===== config.mk =====
export PLATFORM = sky130hd
export DESIGN_NAME = prefix_key_block_entry_decoder_unit
export DESIGN_NICKNAME = d
export VERILOG_FILES = /design/src/rtl/core/pkbed_pkg.sv /design/src/rtl/core/prefix_key_block_entry_decoder_unit.sv /design/src/rtl/core/pkbed_parser.sv /design/src/rtl/core/pkbed_key_store.sv
export SDC_FILE = /design/constraint.sdc
export NUM_CORES = 1
export LEC_CHECK = 0
export BUFFER_PORTS_ARGS = -buffer_cell sky130_fd_sc_hd__clkbuf_2
export CORE_MARGIN = 3
export CORE_UTILIZATION = 25
export CTS_BUF_LIST = sky130_fd_sc_hd__clkbuf_4 sky130_fd_sc_hd__clkbuf_8
export CTS_CLUSTER_SIZE = 30
export DETAILED_ROUTE_END_ITERATION = 10
export GPL_TIMING_DRIVEN = 0
export SYNTH_ARGS = -nofsm -noshare
export SYNTH_HDL_FRONTEND = slang
export SYNTH_SLANG_ARGS = --single-unit

===== constraint.sdc =====
create_clock -name clk -period 8.4 [get_ports clk]
set_input_delay 0.42 -clock clk [delete_from_list [all_inputs] [get_ports clk]]
set_output_delay 0.42 -clock clk [all_outputs]
set_load 0.01 [all_outputs]

===== src/rtl/core/pkbed_pkg.sv =====
// shared types, codes and helpers for the prefix key block entry decoder
// no dependencies; used by every module under rtl/core
package pkbed_pkg;

    // lengths run from zero up to the largest key bound (64)
    localparam int LEN_W = 7;

    localparam logic [1:0] KIND_KEY   = 2'd0;
    localparam logic [1:0] KIND_VALUE = 2'd1;
    localparam logic [1:0] KIND_NONE  = 2'd2;

    localparam logic [1:0] ST_OK       = 2'd0;
    localparam logic [1:0] ST_BAD_HDR  = 2'd1;
    localparam logic [1:0] ST_CUT_BODY = 2'd2;
    localparam logic [1:0] ST_KEY_LONG = 2'd3;

    typedef struct packed {
        logic [7:0] out_byte;
        logic [1:0] byte_kind;
        logic       entry_end;
        logic [1:0] status;
        logic       last_of_run;
    } result_t;

    // prefix replay request from the parser to the key store
    typedef struct packed {
        logic             valid;
        logic [LEN_W-1:0] count;
        logic [LEN_W-1:0] old_len;
        logic             entry_done;
    } replay_req_t;

    // key byte write from the parser
    typedef struct packed {
        logic             valid;
        logic [LEN_W-1:0] addr;
        logic [7:0]       data;
    } key_wr_t;

    function automatic result_t make_marker(input logic [1:0] st, input logic ent_end);
        result_t r;
        r.out_byte    = 8'd0;
        r.byte_kind   = KIND_NONE;
        r.entry_end   = ent_end;
        r.status      = st;
        r.last_of_run = 1'b1;
        return r;
    endfunction

endpackage


===== src/rtl/core/prefix_key_block_entry_decoder_unit.sv =====
// top level of the prefix key block entry decoder: stream ports and output register
// depends on pkbed_pkg, pkbed_parser, pkbed_key_store
// output: each result is registered and is on the output in the cycle after its byte is accepted;
//   a completed header with a shared prefix of n bytes replays them from the key store, each
//   prefix byte passing through the RS_READ and RS_PUSH states before the output register
// throughput: one byte per cycle while the output drains and no replay runs; a header end
//   with a shared prefix blocks input until the read-then-push loop on the key memory port ends
// reset: rst_n asynchronous, clears parse state, key length, halt flag, replay state and the
//   output valid flag; the key memory holds garbage until entries are written
module prefix_key_block_entry_decoder_unit #(
    parameter int KEY_MAX = 64
) (
    input  logic       clk,
    input  logic       rst_n,
    input  logic       s_axis_tvalid,
    output logic       s_axis_tready,
    input  logic [7:0] s_axis_tdata,  // [7:0] data_byte
    input  logic       s_axis_tuser,  // [0] block_start
    input  logic       s_axis_tlast,  // data_end
    output logic       m_axis_tvalid,
    input  logic       m_axis_tready,
    output logic [7:0] m_axis_tdata,  // [7:0] out_byte
    output logic [4:0] m_axis_tuser,  // [1:0] byte_kind, [3:2] status, [4] last_of_run
    output logic       m_axis_tlast   // entry_end
);

    logic                   in_fire;
    logic                   out_free;
    logic                   busy;

    pkbed_pkg::result_t     par_res;
    logic                   par_res_valid;
    pkbed_pkg::replay_req_t rep_req;
    pkbed_pkg::key_wr_t     kwr;
    pkbed_pkg::result_t     rep_res;
    logic                   rep_res_valid;

    logic                   out_valid_reg;
    pkbed_pkg::result_t     out_item_reg;

    // output slot is free when empty or being taken this cycle
    assign out_free      = !out_valid_reg || m_axis_tready;
    // one item at a time: no input while a prefix replay runs
    assign s_axis_tready = !busy && out_free;
    assign in_fire       = s_axis_tvalid && s_axis_tready;

    pkbed_parser #(
        .KEY_MAX (KEY_MAX)
    ) u_parser (
        .clk         (clk),
        .rst_n       (rst_n),
        .in_fire     (in_fire),
        .data_byte   (s_axis_tdata),
        .block_start (s_axis_tuser),
        .data_end    (s_axis_tlast),
        .res         (par_res),
        .res_valid   (par_res_valid),
        .req         (rep_req),
        .kwr         (kwr)
    );

    pkbed_key_store #(
        .KEY_MAX (KEY_MAX)
    ) u_key_store (
        .clk           (clk),
        .rst_n         (rst_n),
        .kwr           (kwr),
        .req           (rep_req),
        .out_free      (out_free),
        .rep_res       (rep_res),
        .rep_res_valid (rep_res_valid),
        .busy          (busy)
    );

    // single output register, loaded from the parser or from the replay
    always_ff @(posedge clk or negedge rst_n)
    begin
        if (!rst_n)
            out_valid_reg <= 1'b0;
        else if (par_res_valid || rep_res_valid)
            out_valid_reg <= 1'b1;
        else if (m_axis_tready)
            out_valid_reg <= 1'b0;
    end

    always_ff @(posedge clk)
    begin
        if (rep_res_valid)
            out_item_reg <= rep_res;
        else if (par_res_valid)
            out_item_reg <= par_res;
    end

    assign m_axis_tvalid = out_valid_reg;
    assign m_axis_tdata  = out_item_reg.out_byte;
    assign m_axis_tuser  = {out_item_reg.last_of_run, out_item_reg.status,
                            out_item_reg.byte_kind};
    assign m_axis_tlast  = out_item_reg.entry_end;

    // the parser and the replay never load the output register together
    a_single_loader: assert property (@(posedge clk) disable iff (!rst_n)
        !(par_res_valid && rep_res_valid))
        else $error("parser and replay load the output in the same cycle");

    // a replay push never overwrites a result not yet taken
    a_no_overwrite: assert property (@(posedge clk) disable iff (!rst_n)
        rep_res_valid |-> out_free)
        else $error("replay result overwrites a pending output");

    // a replay request comes from an accepted header byte with no direct result
    a_req_alone: assert property (@(posedge clk) disable iff (!rst_n)
        rep_req.valid |-> (in_fire && !par_res_valid && !busy))
        else $error("replay request without a clean header end");

    // once a replay starts, input stays blocked in the next cycle
    a_replay_blocks: assert property (@(posedge clk) disable iff (!rst_n)
        rep_req.valid |=> !s_axis_tready)
        else $error("input accepted during prefix replay");

endmodule


===== src/rtl/core/pkbed_parser.sv =====
// entry header and body parser: varint decode, length checks, key byte writes
// depends on pkbed_pkg
module pkbed_parser #(
    parameter int KEY_MAX = 64
) (
    input  logic                  clk,
    input  logic                  rst_n,
    input  logic                  in_fire,
    input  logic [7:0]            data_byte,
    input  logic                  block_start,
    input  logic                  data_end,
    output pkbed_pkg::result_t    res,
    output logic                  res_valid,
    output pkbed_pkg::replay_req_t req,
    output pkbed_pkg::key_wr_t    kwr
);

    localparam int LW = pkbed_pkg::LEN_W;

    typedef enum logic [2:0] {
        PH_SHARED   = 3'd0,
        PH_UNSHARED = 3'd1,
        PH_VLEN     = 3'd2,
        PH_KEY      = 3'd3,
        PH_VALUE    = 3'd4
    } phase_t;

    phase_t        phase_reg, phase_next;
    logic [31:0]   accum_reg, accum_next;
    logic [2:0]    nbytes_reg, nbytes_next;
    logic [31:0]   shared_reg, shared_next;
    logic [31:0]   uns_reg, uns_next;
    logic [31:0]   vlen_reg, vlen_next;
    logic [LW-1:0] klen_reg, klen_next;
    logic          halted_reg, halted_next;

    always_comb
    begin
        phase_t      ph;
        logic [31:0] acc;
        logic [2:0]  nb;
        logic [31:0] shr;
        logic [31:0] uns;
        logic [31:0] vl;
        logic [LW-1:0] kl;
        logic        hlt;
        logic [31:0] contrib;
        logic [31:0] acc_new;
        logic [32:0] key_sum;
        logic        done;

        // block start clears everything before the byte is taken
        if (block_start)
        begin
            ph  = PH_SHARED;
            acc = '0;
            nb  = '0;
            shr = '0;
            uns = '0;
            vl  = '0;
            kl  = '0;
            hlt = 1'b0;
        end
        else
        begin
            ph  = phase_reg;
            acc = accum_reg;
            nb  = nbytes_reg;
            shr = shared_reg;
            uns = uns_reg;
            vl  = vlen_reg;
            kl  = klen_reg;
            hlt = halted_reg;
        end

        case (nb)
            3'd0:    contrib = {25'd0, data_byte[6:0]};
            3'd1:    contrib = {18'd0, data_byte[6:0], 7'd0};
            3'd2:    contrib = {11'd0, data_byte[6:0], 14'd0};
            3'd3:    contrib = {4'd0, data_byte[6:0], 21'd0};
            3'd4:    contrib = {data_byte[3:0], 28'd0};
            default: contrib = '0;
        endcase
        acc_new = acc | contrib;
        key_sum = {1'b0, shr} + {1'b0, uns};
        done    = 1'b0;

        phase_next  = phase_reg;
        accum_next  = accum_reg;
        nbytes_next = nbytes_reg;
        shared_next = shared_reg;
        uns_next    = uns_reg;
        vlen_next   = vlen_reg;
        klen_next   = klen_reg;
        halted_next = halted_reg;
        res         = '0;
        res_valid   = 1'b0;
        req         = '0;
        kwr         = '0;

        if (in_fire)
        begin
            phase_next  = ph;
            accum_next  = acc;
            nbytes_next = nb;
            shared_next = shr;
            uns_next    = uns;
            vlen_next   = vl;
            klen_next   = kl;
            halted_next = hlt;

            if (!hlt)
            begin
                case (ph)
                    PH_SHARED, PH_UNSHARED, PH_VLEN:
                    begin
                        if (nb > 3'd4)
                        begin
                            res = pkbed_pkg::make_marker(pkbed_pkg::ST_BAD_HDR, 1'b0);
                            res_valid   = 1'b1;
                            halted_next = 1'b1;
                        end
                        else if (data_byte[7])
                        begin
                            accum_next  = acc_new;
                            nbytes_next = nb + 3'd1;
                            // fifth byte still continuing, or cut mid varint
                            if (nb == 3'd4 || data_end)
                            begin
                                res = pkbed_pkg::make_marker(pkbed_pkg::ST_BAD_HDR, 1'b0);
                                res_valid   = 1'b1;
                                halted_next = 1'b1;
                            end
                        end
                        else
                        begin
                            accum_next  = '0;
                            nbytes_next = '0;
                            if (ph == PH_SHARED || ph == PH_UNSHARED)
                            begin
                                if (ph == PH_SHARED)
                                begin
                                    shared_next = acc_new;
                                    phase_next  = PH_UNSHARED;
                                end
                                else
                                begin
                                    uns_next   = acc_new;
                                    phase_next = PH_VLEN;
                                end
                                if (data_end)
                                begin
                                    res = pkbed_pkg::make_marker(pkbed_pkg::ST_BAD_HDR, 1'b0);
                                    res_valid   = 1'b1;
                                    halted_next = 1'b1;
                                end
                            end
                            else
                            begin
                                vlen_next = acc_new;
                                if (key_sum > 33'(KEY_MAX))
                                begin
                                    res = pkbed_pkg::make_marker(pkbed_pkg::ST_KEY_LONG, 1'b0);
                                    res_valid   = 1'b1;
                                    halted_next = 1'b1;
                                end
                                else if (data_end && (uns != '0 || acc_new != '0))
                                begin
                                    res = pkbed_pkg::make_marker(pkbed_pkg::ST_CUT_BODY, 1'b0);
                                    res_valid   = 1'b1;
                                    halted_next = 1'b1;
                                end
                                else
                                begin
                                    // header complete: replay any shared prefix, then body
                                    done      = (uns == '0) && (acc_new == '0);
                                    klen_next = shr[LW-1:0];
                                    if (shr != '0)
                                    begin
                                        req.valid      = 1'b1;
                                        req.count      = shr[LW-1:0];
                                        req.old_len    = kl;
                                        req.entry_done = done;
                                    end
                                    else if (done)
                                    begin
                                        res = pkbed_pkg::make_marker(pkbed_pkg::ST_OK, 1'b1);
                                        res_valid = 1'b1;
                                    end
                                    if (uns != '0)
                                        phase_next = PH_KEY;
                                    else if (acc_new != '0)
                                        phase_next = PH_VALUE;
                                    else
                                        phase_next = PH_SHARED;
                                    if (data_end && done)
                                        halted_next = 1'b1;
                                end
                            end
                        end
                    end
                    PH_KEY:
                    begin
                        done = (uns <= 32'd1) && (vl == '0);
                        if (data_end && !done)
                        begin
                            res = pkbed_pkg::make_marker(pkbed_pkg::ST_CUT_BODY, 1'b0);
                            res_valid   = 1'b1;
                            halted_next = 1'b1;
                        end
                        else
                        begin
                            if (kl < LW'(KEY_MAX))
                            begin
                                kwr.valid = 1'b1;
                                kwr.addr  = kl;
                                kwr.data  = data_byte;
                                klen_next = kl + LW'(1);
                            end
                            uns_next = (uns != '0) ? uns - 32'd1 : '0;
                            res.out_byte    = data_byte;
                            res.byte_kind   = pkbed_pkg::KIND_KEY;
                            res.entry_end   = done;
                            res.status      = pkbed_pkg::ST_OK;
                            res.last_of_run = 1'b1;
                            res_valid       = 1'b1;
                            if (uns <= 32'd1)
                                phase_next = done ? PH_SHARED : PH_VALUE;
                            if (data_end)
                                halted_next = 1'b1;
                        end
                    end
                    PH_VALUE:
                    begin
                        done = (vl <= 32'd1);
                        if (data_end && !done)
                        begin
                            res = pkbed_pkg::make_marker(pkbed_pkg::ST_CUT_BODY, 1'b0);
                            res_valid   = 1'b1;
                            halted_next = 1'b1;
                        end
                        else
                        begin
                            vlen_next = (vl != '0) ? vl - 32'd1 : '0;
                            res.out_byte    = data_byte;
                            res.byte_kind   = pkbed_pkg::KIND_VALUE;
                            res.entry_end   = done;
                            res.status      = pkbed_pkg::ST_OK;
                            res.last_of_run = 1'b1;
                            res_valid       = 1'b1;
                            if (done)
                                phase_next = PH_SHARED;
                            if (data_end)
                                halted_next = 1'b1;
                        end
                    end
                    default:
                    begin
                        phase_next  = PH_SHARED;
                        accum_next  = '0;
                        nbytes_next = '0;
                        shared_next = '0;
                        uns_next    = '0;
                        vlen_next   = '0;
                    end
                endcase
            end
        end
    end

    always_ff @(posedge clk or negedge rst_n)
    begin
        if (!rst_n)
        begin
            phase_reg  <= PH_SHARED;
            accum_reg  <= '0;
            nbytes_reg <= '0;
            shared_reg <= '0;
            uns_reg    <= '0;
            vlen_reg   <= '0;
            klen_reg   <= '0;
            halted_reg <= 1'b0;
        end
        else
        begin
            phase_reg  <= phase_next;
            accum_reg  <= accum_next;
            nbytes_reg <= nbytes_next;
            shared_reg <= shared_next;
            uns_reg    <= uns_next;
            vlen_reg   <= vlen_next;
            klen_reg   <= klen_next;
            halted_reg <= halted_next;
        end
    end

endmodule


===== src/rtl/core/pkbed_key_store.sv =====
// previous-key memory and shared-prefix replay sequencer
// depends on pkbed_pkg
module pkbed_key_store #(
    parameter int KEY_MAX = 64
) (
    input  logic                   clk,
    input  logic                   rst_n,
    input  pkbed_pkg::key_wr_t     kwr,
    input  pkbed_pkg::replay_req_t req,
    input  logic                   out_free,
    output pkbed_pkg::result_t     rep_res,
    output logic                   rep_res_valid,
    output logic                   busy
);

    localparam int LW = pkbed_pkg::LEN_W;
    localparam int AW = (KEY_MAX > 1) ? $clog2(KEY_MAX) : 1;

    typedef enum logic [1:0] {
        RS_IDLE,
        RS_READ,
        RS_PUSH
    } rstate_t;

    rstate_t       state_reg;
    logic [LW-1:0] idx_reg;
    logic [LW-1:0] cnt_reg;
    logic [LW-1:0] old_reg;
    logic          done_reg;

    logic [7:0]    mem [KEY_MAX];
    logic [7:0]    rd_data_reg;

    logic          push;
    logic          last;
    logic          pad;
    logic          wr_en;
    logic [AW-1:0] wr_addr;
    logic [7:0]    wr_data;

    assign push = (state_reg == RS_PUSH) && out_free;
    assign last = (idx_reg + LW'(1)) == cnt_reg;
    // positions past the old key are padding and become zero
    assign pad  = idx_reg >= old_reg;

    always_comb
    begin
        if (kwr.valid)
        begin
            wr_en   = 1'b1;
            wr_addr = kwr.addr[AW-1:0];
            wr_data = kwr.data;
        end
        else
        begin
            wr_en   = push && pad;
            wr_addr = idx_reg[AW-1:0];
            wr_data = 8'd0;
        end
    end

    always_ff @(posedge clk)
    begin
        if (wr_en)
            mem[wr_addr] <= wr_data;
        rd_data_reg <= mem[idx_reg[AW-1:0]];
    end

    always_ff @(posedge clk or negedge rst_n)
    begin
        if (!rst_n)
        begin
            state_reg <= RS_IDLE;
            idx_reg   <= '0;
            cnt_reg   <= '0;
            old_reg   <= '0;
            done_reg  <= 1'b0;
        end
        else
        begin
            case (state_reg)
                RS_IDLE:
                begin
                    if (req.valid)
                    begin
                        idx_reg   <= '0;
                        cnt_reg   <= req.count;
                        old_reg   <= req.old_len;
                        done_reg  <= req.entry_done;
                        state_reg <= RS_READ;
                    end
                end
                RS_READ:
                    state_reg <= RS_PUSH;
                RS_PUSH:
                begin
                    if (push)
                    begin
                        idx_reg   <= idx_reg + LW'(1);
                        state_reg <= last ? RS_IDLE : RS_READ;
                    end
                end
                default:
                    state_reg <= RS_IDLE;
            endcase
        end
    end

    always_comb
    begin
        rep_res.out_byte    = pad ? 8'd0 : rd_data_reg;
        rep_res.byte_kind   = pkbed_pkg::KIND_KEY;
        rep_res.entry_end   = last && done_reg;
        rep_res.status      = pkbed_pkg::ST_OK;
        rep_res.last_of_run = last;
    end

    assign rep_res_valid = push;
    assign busy          = state_reg != RS_IDLE;

endmodule

==> results of run 1 <==
-- critical path: cells and delay by family --
kind                     cells  cell delay (ns)
multiplexers                 1             0.16
AND/OR/NAND/NOR              6             1.92
adder cells (fa/ha/maj)      1             0.43
AO/OA/AOI/OAI                6             1.43
buffers and inverters       10             4.18
-- cells in the mapped netlist, types with 16 or more instances --
cell / number
nand2_1: 250
o22a_1: 26
a31oi_1: 23
buf_1: 23
a21oi_1: 119
xnor2_1: 30
mux4_2: 168
o22ai_1: 29
nand2b_1: 17
a21o_1: 16
dfrtp_1: 167
nor3_1: 52
buf_2: 19
clkbuf_1: 118
nor4_1: 32
inv_1: 37
nor2_1: 275
a22oi_1: 22
edfxtp_1: 522
nand4_1: 17
a22o_1: 48
ha_1: 40
nand3_1: 30
o21ai_0: 149
nor2b_1: 58
-- worst max path at each step --
stage | from | to | cells after the start
6_report | s_axis_tuser | m_axis_tuser[4] | 24
5_1_grt | s_axis_tuser | m_axis_tuser[4] | 25
4_1_cts | s_axis_tuser | m_axis_tlast | 23
3_5_place_dp | s_axis_tuser | m_axis_tdata[2] | 27
3_3_place_gp | s_axis_tuser | m_axis_tdata[0] | 27
2_1_floorplan | s_axis_tuser | m_axis_tdata[0] | 25
-- power breakdown --
| part | leakage (nW) | switching [mW] | internal (mW) |
|---|---|---|---|
| combinational | 4.78 | 2.46 | 1.30 |
| sequential | 6.39 | 0.130 | 3.87 |
| clock | 1.23 | 1.44 | 1.62 |
| total | 12.4 | 4.03 | 6.79 |
-- stage by stage --
step                      cell area [um^2]  setup WS [ns]  cells  hold slack, ns
after global routing                 38700          0.127   4617          0.0790
after CTS                            38700         0.0432   4616          0.0182
after floorplan                      33700           2.09   2601           0.124
after global placement               36100          -2.18   4394           0.449
final                                38700          0.175   4617          0.0596
after detailed placement             36300          -2.17   4405           0.426
-- layout make-up --
cell class              count  area share
diodes                      1   0.0000646
plain buffers             164      0.0176
clock buffers             148      0.0481
clock inverters            64      0.0124
inverters                  37     0.00359
multi-input cells        1697       0.332
flip-flops and latches    701       0.519
well taps                1768      0.0571
repair buffers             37     0.00985
-- kinds of logic (layout without fill, tap and decap cells) --
group                    Yosys count  after routing  synth area share
buffers and inverters            203            450            0.0243
other                              0              1                 0
adder cells (fa/ha/maj)           44             44            0.0164
AND/OR/NAND/NOR                  818            818             0.113
XOR/XNOR                          42             42            0.0109
AO/OA/AOI/OAI                    604            604             0.121
flip-flops                       701            701             0.596
multiplexers                     189            189             0.119
-- layer usage --
layer / wire length [um] / global-route usage / share of wire / vias up
li1: - / - / - / 10400
met1: 43000 / 0.195 / 0.41 / 12200
met2: 48000 / 0.232 / 0.46 / 1265
met3: 9380 / 0.0309 / 0.089 / 286
met4: 4810 / 0.0633 / 0.046 / 2
met5: 13 / 0.000343 / 0.00012 / -
-- timing repair --
item / CTS / global route
setup buffers: 0 / 0
hold endpoints to repair: 56 / 0
hold buffers: 1 / 0
resized for setup: 4 / 11
endpoints found under the setup margin: 520 / 18
-- layout by cell type (no fill, tap or decap), types with 16 or more instances in the layout --
| master | count |
|---|---|
| a21o_1 | 16 |
| a21oi_1 | 119 |
| a22o_1 | 48 |
| a22oi_1 | 16 |
| a31oi_1 | 23 |
| buf_1 | 21 |
| buf_2 | 18 |
| clkbuf_1 | 113 |
| clkbuf_2 | 29 |
| clkbuf_4 | 29 |
| clkbuf_8 | 121 |
| clkinv_1 | 30 |
| clkinv_2 | 19 |
| dfrtp_1 | 167 |
| edfxtp_1 | 522 |
| ha_1 | 40 |
| inv_1 | 37 |
| mux4_2 | 168 |
| nand2_1 | 249 |
| nand2b_1 | 17 |
| nand3_1 | 30 |
| nand4_1 | 17 |
| nor2_1 | 275 |
| nor2b_1 | 58 |
| nor3_1 | 52 |
| nor4_1 | 32 |
| o21ai_0 | 148 |
| o22a_1 | 26 |
| o22ai_1 | 29 |
| xnor2_1 | 30 |
==> out/results.ini, run 1 <==
[timing]
setup_violations=0
skew_ns=0.0588
tightestPinTransition_ns=1.58
rsz0062_at_grt=false
slew_headroom=-0.0517
finalSetupTns_ns=0
min_period_ns=8.22
max_freq_ghz=0.122
fin_crit_sh=0.979
finalHoldViolCount=0
finalMaxSlewViolations=6

[clock_network]
cts_sinks=701
clk-insertion-delay-late_ns=0.77
clockBufferDepth=3
htree_levels=3
cts-root-buf=clkbuf_8
cts_tree=yes
numCtsBuffers=112
clk_pin_slew_worst_paths_ns=0.06

[die]
die_w_um=373
die_h_um=373
dieArea_um2=139000
std_cell_rows=134
ios=30
core-area_um2=134000
start_util=0.252

[setup_path]
critical-path-max-stage-delay_ns=0.59
r2r-end=m_axis_tuser[4]
reg2reg_from=u_parser.shared_reg[1]
crit_path_end_kind=flip-flop
crit_slowest_cell=buf_1
r2r_slack_ns=2.66
cp_cell_sequence=clkbuf_2, buf_2, buf_2, clkbuf_4, buf_2, buf_2, buf_2, clkbuf_2, buf_1, nor2_1, ha_1, a21o_1, a21oi_1, mux2i_1, a311oi_1, o2111ai_1, nor4_1, nand4_2, nor4_4, nand4_4, o31ai_1, a21o_1, clkbuf_1, nand2_2
crit_top_cell=buf_2
required_ns=8.78
start_kind=input port
crit_type=input port to flip-flop
reg2reg_depth=15
worstPathMaxFanout=19
critPathArrivalTime_ns=8.60

[placed_design]
portBuffers=25
place_congestion=0.940
dp_hpwl_um=74600

[cells_and_area]
finish.utilization=0.289
final-seq-area_um2=20100
regMostFlops=u_key_store.mem
nFillCells=13600
fin_nets=2805
area_delta_synth_final_pct=14.8
largest_reg_flops=512
multi_input_area_um2=12900
final_layout_size_suffix_gt1_frac=0.167

[routing]
drc=0
drtAntennaViolNets=0
routedWlPerCell_um=22.8
vias=24100
detail_route.iter0.violations=3326
dr.pass1.iters=7
routed_wirelength_um=105000
avgViaCountPerCell=5.23

[global_routing]
grt_util_all_layers=0.147
grt_antenna_before_repair=4
grt_pass1_wl_um=156000
grt_pass1_vias=23700
grt-ovfl-total=0
grt_max_degree=58

[min_path]
hold-path-cell-count=3
min_path_type=input port to flip-flop
hold_end=m_axis_tvalid
min_from=m_axis_tready

[synth]
netlist_area_um2=33700
synth_edf_count=522
synth_warnings=0
synth_nets=2656
synthFlopType=edfxtp_1
ys_seq_area_frac=0.596
ys_ff_latch=701
avgSynthCellArea_um2=13.0
synth-async-reset-ratio=0.238
synth_cell_types=92
synth_largest_area_cell=edfxtp_1
synthCells=2601
yosysTopAreaCellShare=0.465
synth_area_leaders=edfxtp_1 (46%), dfrtp_1 (12%), mux4_2 (11%)

[pwr]
peakVddDrop_mv=0.154
finalPower_mw=10.8
powerDensity_nw_per_um2=279
p_leak_nw=12.4

[status]
violations=slew limit
status=finished, violations left

[job]
drv_cap=0

No activity file was read; power rests on OpenSTA's default activity.
==> run 2, diff against run 1 <==
PLACE_DENSITY_LB_ADDON = 0.12   (was unset)
==> run 2 against run 1 <==
The flow still finishes with violations (slew limit). Sequential share of layout area shrank 0.45 points. Sequential cell count did not move. Maximum frequency up 0.89%. Clock skew barely moved. Largest cell class unchanged.
==> out/results.ini, run 2 (same netlist as run 1, synthesis figures left out) <==
[status]
status=finished, violations left  ; unchanged
violations=slew limit  ; unchanged

[routing]
vias=24200  ; was 24100
detail_route.iter0.violations=2329  ; was 3326
routedWlPerCell_um=26.8  ; was 22.8 um
dr.pass1.iters=7  ; unchanged
drc=0  ; unchanged
routed_wirelength_um=125000  ; was 105000 um
avgViaCountPerCell=5.19  ; was 5.23
drtAntennaViolNets=0  ; unchanged

[cells_and_area]
final_cell_count_no_fill=4653  ; was 4617
most-common-layout-cells=edfxtp_1 (522), nor2_1 (275), nand2_1 (249)  ; unchanged
largest_reg_flops=512  ; unchanged
final_common_cell=edfxtp_1  ; unchanged
final_layout_size_suffix_gt1_frac=0.176  ; was 0.167
fin_area_um2=39100  ; was 38700 um^2
fin_nets=2832  ; was 2805
area_delta_synth_final_pct=15.8  ; was 14.8%
regMostFlops=u_key_store.mem  ; unchanged

[setup_path]
start_kind=input port  ; unchanged
worstPathMaxFanout=10  ; was 19
crit_type=input port to flip-flop  ; unchanged
critPathArrivalTime_ns=8.62  ; was 8.60 ns
required_ns=8.87  ; was 8.78 ns
crit_path_end_kind=flip-flop  ; unchanged
r2r_slack_ns=2.36  ; was 2.66 ns

[timing]
min_period_ns=8.15  ; was 8.22 ns
skew_ns=0.0587  ; was 0.0588 ns
finalMaxSlewViolations=6  ; unchanged
slew_headroom=-0.0262  ; was -0.0517
setup_slack_ns=0.248  ; was 0.175 ns
max_freq_ghz=0.123  ; was 0.122 GHz
rsz0062_at_grt=false  ; unchanged
fin_crit_sh=0.970  ; was 0.979
setup_violations=0  ; unchanged
tightestPinTransition_ns=1.54  ; was 1.58 ns
finalHoldViolCount=0  ; unchanged

[pwr]
powerDensity_nw_per_um2=288  ; was 279 nW/um^2
peakVddDrop_mv=0.164  ; was 0.154 mV
finalPower_mw=11.3  ; was 10.8 mW
p_leak_nw=12.6  ; was 12.4 nW

[placed_design]
dpl.cell_count=4407  ; was 4405
place_congestion=0.898  ; was 0.940
placedInstanceArea_um2=36300  ; about the same
dpl_worst_slack_ns=-3.52  ; was -2.17 ns
portBuffers=25  ; unchanged
dp_hpwl_um=89800  ; was 74600 um

[job]
drv_cap=0  ; unchanged

[clock_network]
clk-insertion-delay-late_ns=0.84  ; was 0.77 ns
numCtsBuffers=134  ; was 112
cts-root-buf=clkbuf_8  ; unchanged
cts_sinks=701  ; unchanged
clk_pin_slew_worst_paths_ns=0.06  ; about the same
htree_levels=4  ; was 3
clockBufferDepth=3  ; unchanged
cts_tree=yes  ; unchanged
post_cts_buffers=0  ; unchanged

[die]
dieArea_um2=139000  ; unchanged
die_w_um=373  ; unchanged
start_util=0.252  ; unchanged
std_cell_rows=134  ; unchanged
ios=30  ; unchanged
core-area_um2=134000  ; unchanged
die_h_um=373  ; unchanged

[global_routing]
grt_util_all_layers=0.177  ; was 0.147
grt_pass1_wl_um=180000  ; was 156000 um
grt-ovfl-total=0  ; unchanged
grt_pass1_vias=24600  ; was 23700
grt_max_degree=92  ; was 58
grt_antenna_before_repair=4  ; unchanged

[min_path]
min_path_type=input port to flip-flop  ; unchanged

run 2: path summary, 6_finish.rpt:
kind,cells after the start,start,end
max,24,s_axis_tuser,m_axis_tdata[0]
min,3,s_axis_tvalid,u_parser.nbytes_reg[2]
max reg2reg,17,u_key_store.idx_reg[0],u_key_store.mem[57][6]
min reg2reg,2,u_parser.accum_reg[4],u_parser.accum_reg[4]
max in group asynchronous,3,rst_n,u_parser.accum_reg[8]
min in group asynchronous,2,rst_n,u_parser.uns_reg[24]
run 2: metrics by stage:
| stage | hold slack, ns | utilization | setup TNS [ns] |
|---|---|---|---|
| global route | 0.0735 | 0.292 | 0 |
| global placement | 0.455 | 0.270 | -2463.99 |
| finish | 0.133 | 0.292 | 0 |
| floorplan | 0.124 | - | 0 |
| CTS | 0.0367 | 0.292 | 0 |
| detailed placement | 0.459 | 0.272 | -1717.70 |
run 2: what timing repair did:
action / CTS / global route
setup endpoints to repair: 873 / 19
resized for setup: 19 / 3
endpoints found under the hold margin: 93 / 0
hold buffers: 3 / 0
run 2: report_power, final:
group	total (mW)	internal [mW]	switching, mW
logic	3.88	1.30	2.58
registers	4.02	3.88	0.141
clock network	3.35	1.78	1.57
run 2: final cells by class:
class	instances	area, um^2
timing repair buffer	42	415
inverter	37	139
clock buffer	173	2170
multi-input combinational	1697	12900
sequential	701	20100
clock inverter	68	459
antenna	3	7.51
fill	13700	94700
buffer	164	709
tap	1768	2210
run 2: metal layers:
metal  GRT usage  wire (um)  up-vias
li1            -          -    10500
met1       0.228      53000    12500
met2       0.296      60600      968
met3      0.0340       7290      211
met4      0.0621       3980        2
met5           0         13        -
run 2: critical path: stages:
cell             delay [ns]
clkbuf_2               0.22
buf_2                  0.29
inv_1                  0.21
buf_1                  0.68
clkdlybuf4s15_2        0.62
clkbuf_1               0.65
clkbuf_2               0.49
clkdlybuf4s15_2        0.56
nand2_1                0.18
ha_1                   0.21
buf_1                  0.23
nor3_1                 0.23
o21bai_1               0.12
and2_1                 0.28
a22oi_1                0.72
buf_6                  0.23
and3_1                 0.15
nand4_1                0.15
nor3_1                 0.48
nor2_1                 0.30
o31ai_1                0.25
a21o_1                 0.15
clkbuf_1               0.35
nand2_2                0.35
